`config.mk`:
```
export PLATFORM = sky130hd
export DESIGN_NAME = tcce_regs
export DESIGN_NICKNAME = d
export VERILOG_FILES = /design/src/rtl/tcce_pkg.sv /design/src/rtl/tcce_regs.sv
export SDC_FILE = /design/constraint.sdc
export NUM_CORES = 1
export LEC_CHECK = 0
export BUFFER_PORTS_ARGS = -buffer_cell sky130_fd_sc_hd__buf_4
export CAP_MARGIN = 20
export CORE_AREA = 2 2 63 65
export CTS_CLUSTER_SIZE = 40
export DETAILED_ROUTE_END_ITERATION = 10
export DIE_AREA = 0 0 65 67
export HOLD_SLACK_MARGIN = 0.1
export PLACE_DENSITY_LB_ADDON = 0.08
export SYNTH_ARGS = -nofsm -noshare
export SYNTH_HDL_FRONTEND = slang
export SYNTH_SLANG_ARGS = --single-unit
```
`constraint.sdc`:
```
create_clock -name clk -period 1.05 [get_ports clk]
set_input_delay 0.21 -clock clk [delete_from_list [all_inputs] [get_ports clk]]
set_output_delay 0.21 -clock clk [all_outputs]
set_load 0.02 [all_outputs]
```
`src/rtl/tcce_pkg.sv`:
```
`default_nettype none

package tcce_pkg;

  localparam int ADDR_W = 4;
  localparam int DATA_W = 32;

  localparam logic [1:0] REG_COLUMNS    = 2'd0;
  localparam logic [1:0] REG_ROWS       = 2'd1;
  localparam logic [1:0] REG_BACKGROUND = 2'd2;
  localparam logic [1:0] REG_FOREGROUND = 2'd3;

  localparam logic [7:0] RESET_COLUMNS    = 8'd80;
  localparam logic [5:0] RESET_ROWS       = 6'd25;
  localparam logic [3:0] RESET_BACKGROUND = 4'd0;
  localparam logic [3:0] RESET_FOREGROUND = 4'd7;

  localparam logic [1:0] KIND_PRINT  = 2'd0;
  localparam logic [1:0] KIND_SCROLL = 2'd1;
  localparam logic [1:0] KIND_CLEAR  = 2'd2;
  localparam logic [1:0] KIND_READ   = 2'd3;

  localparam logic [7:0] CHAR_TAB   = 8'h09;
  localparam logic [7:0] CHAR_LF    = 8'h0A;
  localparam logic [7:0] CHAR_CR    = 8'h0D;
  localparam logic [7:0] CHAR_BLANK = 8'h20;

  typedef struct packed {
    logic [7:0] columns;
    logic [5:0] rows;
    logic [3:0] background;
    logic [3:0] foreground;
  } cfg_t;

  typedef struct packed {
    logic [3:0] foreground;
    logic [3:0] background;
    logic [7:0] character;
  } cell_t;

  typedef struct packed {
    logic [4:0] read_row;
    logic [6:0] read_column;
    logic [7:0] scroll_count;
    logic [7:0] character;
  } item_t;

  typedef struct packed {
    logic       did_scroll;
    logic [4:0] cursor_row;
    logic [6:0] cursor_column;
    logic [3:0] cell_foreground;
    logic [3:0] cell_background;
    logic [7:0] cell_character;
  } res_t;

endpackage

`default_nettype wire

```
`src/rtl/tcce_regs.sv`:
```
`default_nettype none

module tcce_regs (
  input  wire logic                            clk,
  input  wire logic                            rst,
  input  wire logic                            psel,
  input  wire logic                            penable,
  input  wire logic                            pwrite,
  input  wire logic [tcce_pkg::ADDR_W-1:0]     paddr,
  input  wire logic [tcce_pkg::DATA_W-1:0]     pwdata,
  output logic      [tcce_pkg::DATA_W-1:0]     prdata,
  output logic                                 pready,
  output tcce_pkg::cfg_t                       cfg
);

  logic wr;

  assign pready = 1'b1;
  assign wr     = psel && penable && pwrite;

  always_ff @(posedge clk) begin
    if (rst) begin
      cfg.columns    <= tcce_pkg::RESET_COLUMNS;
      cfg.rows       <= tcce_pkg::RESET_ROWS;
      cfg.background <= tcce_pkg::RESET_BACKGROUND;
      cfg.foreground <= tcce_pkg::RESET_FOREGROUND;
    end else if (wr) begin
      unique case (paddr[3:2])
        tcce_pkg::REG_COLUMNS:    cfg.columns    <= pwdata[7:0];
        tcce_pkg::REG_ROWS:       cfg.rows       <= pwdata[5:0];
        tcce_pkg::REG_BACKGROUND: cfg.background <= pwdata[3:0];
        tcce_pkg::REG_FOREGROUND: cfg.foreground <= pwdata[3:0];
        default: ;
      endcase
    end
  end

  always_comb begin
    prdata = '0;
    unique case (paddr[3:2])
      tcce_pkg::REG_COLUMNS:    prdata = tcce_pkg::DATA_W'(cfg.columns);
      tcce_pkg::REG_ROWS:       prdata = tcce_pkg::DATA_W'(cfg.rows);
      tcce_pkg::REG_BACKGROUND: prdata = tcce_pkg::DATA_W'(cfg.background);
      tcce_pkg::REG_FOREGROUND: prdata = tcce_pkg::DATA_W'(cfg.foreground);
      default: ;
    endcase
  end

endmodule

`default_nettype wire

```
* After elaboration in Yosys (flattened, before gate mapping)
Cells that the tools add are included.
Cells by class: equality and inequality tests 3, muxes and demuxes 1, reduce and logical (&&, ||, !) cells 7
Operators with widths (number):
- case mux 32 bit (4 select lines) | 1
- AND reduction 2 bit | 4
- equality test 2 bit, second input constant | 2
- equality test 2 x 1 -> 1 bit, second input constant | 1
- logical AND 1 bit | 2
- logical NOT 2 bit | 1
Word-level totals: register bits 22, bits of input ports 41, output and inout port bits 55, logic and storage cells 15

* Longest topological paths before layout
Gate-level depths: netlist (run 1).
depth in word-level cells 3, gate-level depth with buffers 5, mapped depth without buffers 3

* Worst setup path after synthesis (run 1)
OpenSTA, ideal clock, no wires.
path type input to output, from input port paddr[3] (netlist name), to output port prdata[0] (netlist name), arrival time 952 ps, data required time 840 ps, setup slack -112 ps, stages 2, path through buf_4 mux4_2
On the way: word-level cells in the longest chain between the ends 2, elaborated cells between the ends (all ways) 5
RTL lines:
- from (decl) | line tcce_regs.sv:9 | input wire logic [tcce_pkg::ADDR_W-1:0] paddr,
- equality test 2 bit (tied with other cells) | line tcce_regs.sv:40 | unique case (paddr[3:2])
- case mux 32 bit (4 select lines) * | line tcce_regs.sv:40
- to (decl) | line tcce_regs.sv:11 | output logic [tcce_pkg::DATA_W-1:0] prdata,
Mark *: on every way between the ends. The rest lies on a longest branch, timed or not. The select of a mux whose other input is x is not followed.

* Worst setup path in the final report (run 1)
from register cfg[0] (netlist name), to output port prdata[0] (netlist name)
On the way: word-level cells in the longest chain between the ends 1
RTL lines:
- from (decl) | line tcce_regs.sv:13 | output tcce_pkg::cfg_t cfg
- case mux 32 bit (4 select lines) | line tcce_regs.sv:40
No other way between the ends. The select of a mux whose other input is x is not followed.

==> flow_summary.ini, run 1 <==
[drt]
wirelength_um = 2970
drt-vias-per-instance = 4.35
vias = 1078
drt_pass1_iterations = 4
routedWlPerCell_um = 12.0
detail-route-antenna-nets = 0
drc = 0
drt-initial-drc-count = 35

[worst_hold_path]
min_path_type = primary input to flip-flop

[cells_and_area]
final_nets = 242
fin_util = 0.561
nFillCells = 341
final_layout_size_suffix_gt1_frac = 0.565
diodes = 0
largest_reg_flops = 22
fin_cells = 248
top_regs = cfg x22
top_register = cfg
syn_to_final_growth_pct = 58.9

[timing]
hold_viol_final = 0
fmax_mhz = 700
period_minus_slack_ps = 1430
maxSlewViolCount = 0
finClkSkew_ps = 0
fin_ws_ps = -378
setup_viol = 9
post-route-period-util = 1.36
fin_hold_ws_ps = 153
rsz0062_at_grt = true

[setup_path]
cp.required_ps = 840
path_cells = mux4_2, buf_6
crit_slowest_cell = mux4_2
cp_data_arrival_time_ps = 1220
endpoint_kind = primary output
rrSetupSlack_ps = 210
critPathMaxStageDelay_ps = 480
cp-start-kind = flip-flop
path_max_fanout = 2
crit_type = flip-flop to primary output

[yosys]
yosysWarnings = 0
synth_seq_cells = 22
netlist_area_sq_um = 1270
netlist_instances = 129
yosysUniqueCellTypes = 23
seq_area_frac_synth = 0.346
avgSynthCellArea_sq_um = 9.87

[global_route]
track_usage = 0.141
grt_pass1_wl_um = 4690
grt_overflow = 0
grt_pass1_vias = 997
antenna_found_initial = 0
grt_max_degree = 34

[place]
dp.cells = 232
gp_congestion = 0.725
dp_hpwl_um = 2100
port_buffers = 44

[outcome]
outcome = complete, but fails checks
violations = setup timing

[clock_tree]
clkLatencyLatePin_ps = 260
cts_tree = yes
cts_buffer_depth = 2
clock_sinks = 22
htreeDepth = 1
clock-root-buffer = clkbuf_8
clk_pin_slew_worst_paths_ps = 80
cts_made_buffers = 3

[power_and_ir_drop]
p_int_mw = 1.35
total_power_mw = 1.84
p_seq_frac = 0.465
vdd_drop_max_mv = 0.449
combPwrFrac = 0.205
clock_power_share = 0.331
swShare = 0.267
p_leak_nw = 0.986
switching_power_uw = 491
p_per_area_nw_per_um2 = 907

[flow_run]
maxCapViolations = 0

[floorplanning]
start_util = 0.353
die_h_um = 67
dieWidth_um = 65
pin_count = 96
core_sq_um = 3610
num_rows = 22
dieArea_sq_um = 4360
==> final timing paths <==
path	cells past startpoint	startpoint	to
max	2	cfg[0]	prdata[0]
min	2	pwdata[6]	cfg[20]
max reg2reg	4	cfg[8]	cfg[8]
min reg2reg	2	cfg[21]	cfg[21]
==> layout make-up <==
cell class	count	area, sq um	area share
tap	48	60.1	0.0297
multi-input combinational	98	691	0.341
timing repair buffer	76	751	0.371
clock buffer	4	55.1	0.0272
sequential	22	468	0.231
==> cells in the mapped netlist, drive strengths merged <==
library cell  count  area (sq um)
mux4              4          90.1
mux2i            22           220
nand2             1          3.75
and2              3          21.3
nor2             15          63.8
buf              29           223
nand3b            1          11.3
nand2b           19           119
and3              2          18.8
conb              2          7.51
dfxtp            22           440
clkbuf            3          11.3
nand4b            1          8.76
a211o             1          8.76
o21ai             1          5.00
a21boi            1          7.51
and3b             1          8.76
nand3             1          5.00
==> power by group through the flow <==
stage / clock network [mW] / registers [mW] / logic (mW)
6_report: 0.607 / 0.854 / 0.376
5_1_grt: 0.675 / 0.855 / 0.402
4_1_cts: 0.628 / 0.853 / 0.370
3_5_place_dp: 0 / 0.872 / 0.336
3_3_place_gp: 0 / 0.872 / 0.333
2_1_floorplan: 0 / 0.887 / 0.282
==> worst max-delay path: cells and delay by family, from the launching register on <==
kind,cells,cell delay (ps)
buffers and inverters,1,150
DFF,1,320
muxes,1,480
==> per-layer routing <==
metal / routed length [um] / part of all wire / up-vias / track usage
met1: 1230 / 0.41 / 504 / 0.160
met2: 1510 / 0.51 / 49 / 0.260
li1: - / - / 521 / -
met5: 0 / 0 / - / 0
met4: 35 / 0.012 / 0 / 0.0479
met3: 195 / 0.066 / 4 / 0.0304
==> cells by family (layout without fill, tap and decap cells) <==
group                  after synthesis  after routing  synth area share
other                                2             25           0.00590
buffers and inverters               32             80             0.184
flip-flops                          22             22             0.346
multiplexers                        26             26             0.244
AND/OR/NAND/NOR                     44             44             0.204
AO/OA/AOI/OAI                        3              3            0.0167
==> stage by stage <==
| stage | instance area (sq um) | setup WS, ps | TNS, ps |
|---|---|---|---|
| floorplan | 1390 | -43.2 | -173 |
| global placement | 1690 | -222 | -3390 |
| detailed placement | 1690 | -227 | -3600 |
| CTS | 1940 | -378 | -1690 |
| global route | 2020 | -417 | -2250 |
| finish | 2020 | -378 | -1740 |
==> placed cells by master (no fill, tap or decap), drive strengths merged <==
cell and instances:
buf 76, dfxtp 22, o21ai 1, nand3 1
a211o 1, mux2i 22, nor2 15, and2 3
nand2b 19, and3b 1, clkbuf 4, nand4b 1
conb 25, and3 2, mux4 4, a21boi 1
nand2 1, nand3b 1
==> repair_timing <==
| action | CTS | global route |
|---|---|---|
| setup endpoints to repair | 24 | 28 |
| gates resized for setup | 48 | 11 |
| buffers inserted | 7 | 10 |
| pin swaps | 2 | 1 |
| hold buffers | 0 | 0 |
(Power assumes the default switching activity.)
==> inputs of run 2 (changes only) <==
==> constraint.sdc (replaced) <==
create_clock -name clk -period 1.21 [get_ports clk]
set_input_delay 0.242 -clock clk [delete_from_list [all_inputs] [get_ports clk]]
set_output_delay 0.242 -clock clk [all_outputs]
set_load 0.02 [all_outputs]
==> flow_summary.ini, run 2 (synthesized netlist as in run 1, its figures left out) <==
[power_and_ir_drop]
total_power_mw = 1.73
swShare = 0.249
switching_power_uw = 432
p_per_area_nw_per_um2 = 966
p_int_mw = 1.30
vdd_drop_max_mv = 0.441
p_leak_nw = 0.894
combPwrFrac = 0.174
clock_power_share = 0.399
p_seq_frac = 0.427

[global_route]
antenna_found_initial = 0
grt_overflow = 0
track_usage = 0.137
grt_pass1_wl_um = 4570
grt_pass1_vias = 1000
grt_max_degree = 34

[drt]
drt_pass1_iterations = 4
wirelength_um = 2850
routedWlPerCell_um = 12.0
drc = 0
drt-vias-per-instance = 4.25
drt-initial-drc-count = 32
vias = 1012
detail-route-antenna-nets = 0

[floorplanning]
core_sq_um = 3610
die_h_um = 67
start_util = 0.353
dieArea_sq_um = 4360
dieWidth_um = 65
pin_count = 96
num_rows = 22

[outcome]
outcome = complete, but fails checks
violations = setup timing

[setup_path]
crit_type = flip-flop to primary output
cp.required_ps = 970
cp-start-kind = flip-flop
endpoint_kind = primary output
critPathMaxStageDelay_ps = 470
cp-endpoint = prdata[0]
crit_slowest_cell = mux4_2
crit_start = cfg[0]
cp.depth = 2
path_cells = mux4_2, buf_6
r2r_end = cfg[20]
path_buf_inv = 1
path_max_fanout = 2
rrSetupSlack_ps = 400
cp_data_arrival_time_ps = 1200
crit_family = multiplexers
r2r_cells = 2
reg2reg_from = cfg[20]

[place]
gp_congestion = 0.757
preCtsSetupSlack_ps = -120
port_buffers = 44
dp_hpwl_um = 1990
placed_area_sq_um = 1580

[timing]
fin_ws_ps = -236
setup_viol = 4
hold_viol_final = 0
post-route-period-util = 1.19
period_minus_slack_ps = 1450
rsz0062_at_grt = true
fmax_mhz = 692
finClkSkew_ps = 0
maxSlewViolCount = 0

[worst_hold_path]
min_path_type = primary input to flip-flop

[clock_tree]
htreeDepth = 1
cts_tree = yes
cts_hold_buf = 0
clock_sinks = 22
clkLatencyLatePin_ps = 260
cts_made_buffers = 3
cts_buffer_depth = 2
clk_pin_slew_worst_paths_ps = 90
clock-root-buffer = clkbuf_8

[cells_and_area]
diodes = 0
largest_reg_flops = 22
syn_to_final_growth_pct = 40.8
final_cell_mix = buf_4, conb_1, mux2i_1, nand2b_1, dfxtp_2
final_layout_size_suffix_gt1_frac = 0.505
top_register = cfg
final_nets = 232
design_area_sq_um = 1790
mostFrequentLayoutCell = buf_4
top_regs = cfg x22

[flow_run]
maxCapViolations = 0
[run 2: changes by cell type in the layout (fill, tap and decap cells not counted), sizes merged]
| cell | delta |
|---|---|
| clkbuf | -1 |
| bufinv | +1 |
| buf | -10 |
[run 2: worst reg2reg max path: cells and delay by family (launching register included)]
family             cells  cell delay [ps]
AOI/OAI and AO/OA      2              380
DFF                    1              320
[run 2: timing repair]
| item | CTS | global route |
|---|---|---|
| gates cloned | 0 | 0 |
| resized for setup | 16 | 6 |
| setup buffers | 10 | 4 |
| pin swaps | 1 | 2 |
| endpoints found under the hold margin | 0 | 0 |
| endpoints found under the setup margin | 7 | 8 |
[run 2: worst min-delay path by stage]
stage	from	endpoint	slack, ps	cells past startpoint
after CTS	pwdata[6]	cfg[20]	180	2
after detailed placement	pwdata[6]	cfg[20]	460	2
final	pwdata[6]	cfg[20]	180	2
after global routing	pwdata[6]	cfg[20]	190	2
after floorplan	pwdata[6]	cfg[20]	360	1
after global placement	pwdata[6]	cfg[20]	450	2
[run 2: through the flow]
stage	utilization	TNS [ps]	instances	hold WS (ps)
2_1_floorplan	-	0	152	360
3_3_place_gp	0.437	-926	220	447
3_5_place_dp	0.437	-867	220	456
4_1_cts	0.486	-956	234	179
5_1_grt	0.497	-1130	238	185
6_report	0.497	-931	238	184
[run 2: power by group through the flow]
| stage | clock network (mW) | registers (mW) | logic (mW) |
|---|---|---|---|
| 5_1_grt | 0.741 | 0.741 | 0.326 |
| 3_3_place_gp | 0 | 0.757 | 0.279 |
| 3_5_place_dp | 0 | 0.757 | 0.281 |
| 6_report | 0.690 | 0.739 | 0.302 |
| 2_1_floorplan | 0 | 0.768 | 0.242 |
| 4_1_cts | 0.712 | 0.739 | 0.297 |
[run 2: layout make-up]
cell class | instances | area [sq um]
Fill cell | 348 | 1810
Multi-Input combinational cell | 98 | 686
Timing Repair Buffer | 66 | 514
Sequential cell | 22 | 462
Tap cell | 48 | 60.1
Clock buffer | 3 | 41.3
Clock inverter | 1 | 30.0
[run 2: routing by layer]
layer,share of wire,global-route usage,up-vias
met3,0.061,0.0220,2
met5,0,0,-
met1,0.45,0.177,472
met4,0.0060,0.0399,0
li1,-,-,499
met2,0.49,0.233,39
==> inputs of run 3 (changes only) <==
--- a/config.mk
+++ b/config.mk
@@ -12,7 +12,7 @@
 export DETAILED_ROUTE_END_ITERATION = 10
 export DIE_AREA = 0 0 65 67
 export HOLD_SLACK_MARGIN = 0.1
-export PLACE_DENSITY_LB_ADDON = 0.08
+export PLACE_DENSITY_LB_ADDON = 0.1
 export SYNTH_ARGS = -nofsm -noshare
 export SYNTH_HDL_FRONTEND = slang
 export SYNTH_SLANG_ARGS = --single-unit
==> flow_summary.ini, run 3 (synthesized netlist as in run 1, its figures left out) <==
[outcome]
outcome = complete, but fails checks
violations = setup timing

[setup_path]
path_buf_inv = 1
rrSetupSlack_ps = 410
cp.required_ps = 970
path_cells = mux4_2, buf_6
endpoint_kind = primary output
r2r_cells = 2
cp-start-kind = flip-flop
path_max_fanout = 2
reg2reg_from = cfg[20]
crit_slowest_cell = mux4_2
cp_data_arrival_time_ps = 1200
critPathMaxStageDelay_ps = 470
r2r_end = cfg[20]
crit_family = multiplexers
crit_type = flip-flop to primary output

[global_route]
grt_max_degree = 34
grt_overflow = 0
grt_pass1_wl_um = 4330
track_usage = 0.136
grt_pass1_vias = 908
antenna_found_initial = 0

[cells_and_area]
largest_reg_flops = 22
mostFrequentLayoutCell = buf_4
seqCellArea_sq_um = 459
top_regs = cfg x22
diodes = 0
multiInputGateArea_sq_um = 688
final_cell_mix = buf_4, conb_1, mux2i_1, nand2b_1, dfxtp_2
final_layout_size_suffix_gt1_frac = 0.486
final_nets = 227
fin_util = 0.483
nFillCells = 363
syn_to_final_growth_pct = 36.8
top_register = cfg

[drt]
drc = 0
routedWlPerCell_um = 12.0
vias = 988
detail-route-antenna-nets = 0
wirelength_um = 2810
drt-vias-per-instance = 4.24
drt-initial-drc-count = 28
drt_pass1_iterations = 4

[timing]
rsz0062_at_grt = true
setup_viol = 4
fmax_mhz = 693
finClkSkew_ps = 0
fin_ws_ps = -233
post-route-period-util = 1.19
period_minus_slack_ps = 1440
maxSlewViolCount = 0
hold_viol_final = 0

[floorplanning]
dieWidth_um = 65
start_util = 0.353
core_sq_um = 3610
die_h_um = 67
pin_count = 96
dieArea_sq_um = 4360
num_rows = 22

[worst_hold_path]
min_to = cfg[20]
min_from = pwdata[6]
min_path_cells = 2
min_path_type = primary input to flip-flop

[clock_tree]
htreeDepth = 1
clk_pin_slew_worst_paths_ps = 80
cts_buffer_depth = 2
cts_made_buffers = 3
clock-root-buffer = clkbuf_8
clock_sinks = 22
cts_hold_buf = 0
clkLatencyLatePin_ps = 260
cts_tree = yes

[power_and_ir_drop]
p_leak_nw = 0.861
p_per_area_nw_per_um2 = 895
vdd_drop_max_mv = 0.351

[place]
gp_congestion = 0.679
dp_hpwl_um = 2000
preCtsSetupSlack_ps = -116
port_buffers = 44

[flow_run]
maxCapViolations = 0
run 3: worst register-to-register path, delay by kind of cell, from the launching register on:
family / cells / cell delay [ps]
DFF: 1 / 330
AOI/OAI and AO/OA: 2 / 380
run 3: through the flow:
stage	power, mW	hold slack (ps)	area [sq um]	cells	TNS (ps)
floorplan	1.01	360	1360	152	0
global placement	1.03	446	1560	218	-976
detailed placement	1.03	450	1560	218	-889
CTS	1.57	173	1710	231	-954
global route	1.63	180	1740	233	-1080
finish	1.56	175	1740	233	-925
run 3: layer usage:
layer	routed length [um]	global-route usage	vias to the layer above
li1	-	-	494
met1	1190	0.170	453
met2	1390	0.224	36
met3	176	0.0287	5
met4	47	0.0612	0
met5	0	0	-
run 3: cell type report:
class,count,share of cell area
sequential,22,0.263
clock buffer,4,0.0316
timing repair buffer,61,0.276
multi-input combinational,98,0.395
tap,48,0.0345
run 3: report_power, final:
group          internal (mW)  switching (mW)
Sequential             0.734         0.00612
Combinational          0.124           0.176
Clock                  0.290           0.230
run 3: how the worst max path moves through the flow:
stage              from  cells after the start  slack, ps   endpoint
2_1_floorplan  paddr[3]                      2         30  prdata[0]
3_3_place_gp   paddr[3]                      3       -130  prdata[0]
3_5_place_dp   paddr[3]                      3       -120  prdata[0]
4_1_cts          cfg[2]                      2       -240  prdata[2]
5_1_grt         cfg[16]                      2       -270  prdata[2]
6_report         cfg[0]                      2       -230  prdata[0]
run 3: repair_timing:
item,4_1_cts,5_1_grt
pin swaps,1,1
gates resized for setup,14,8
setup buffers,9,2
setup endpoints to repair,6,8
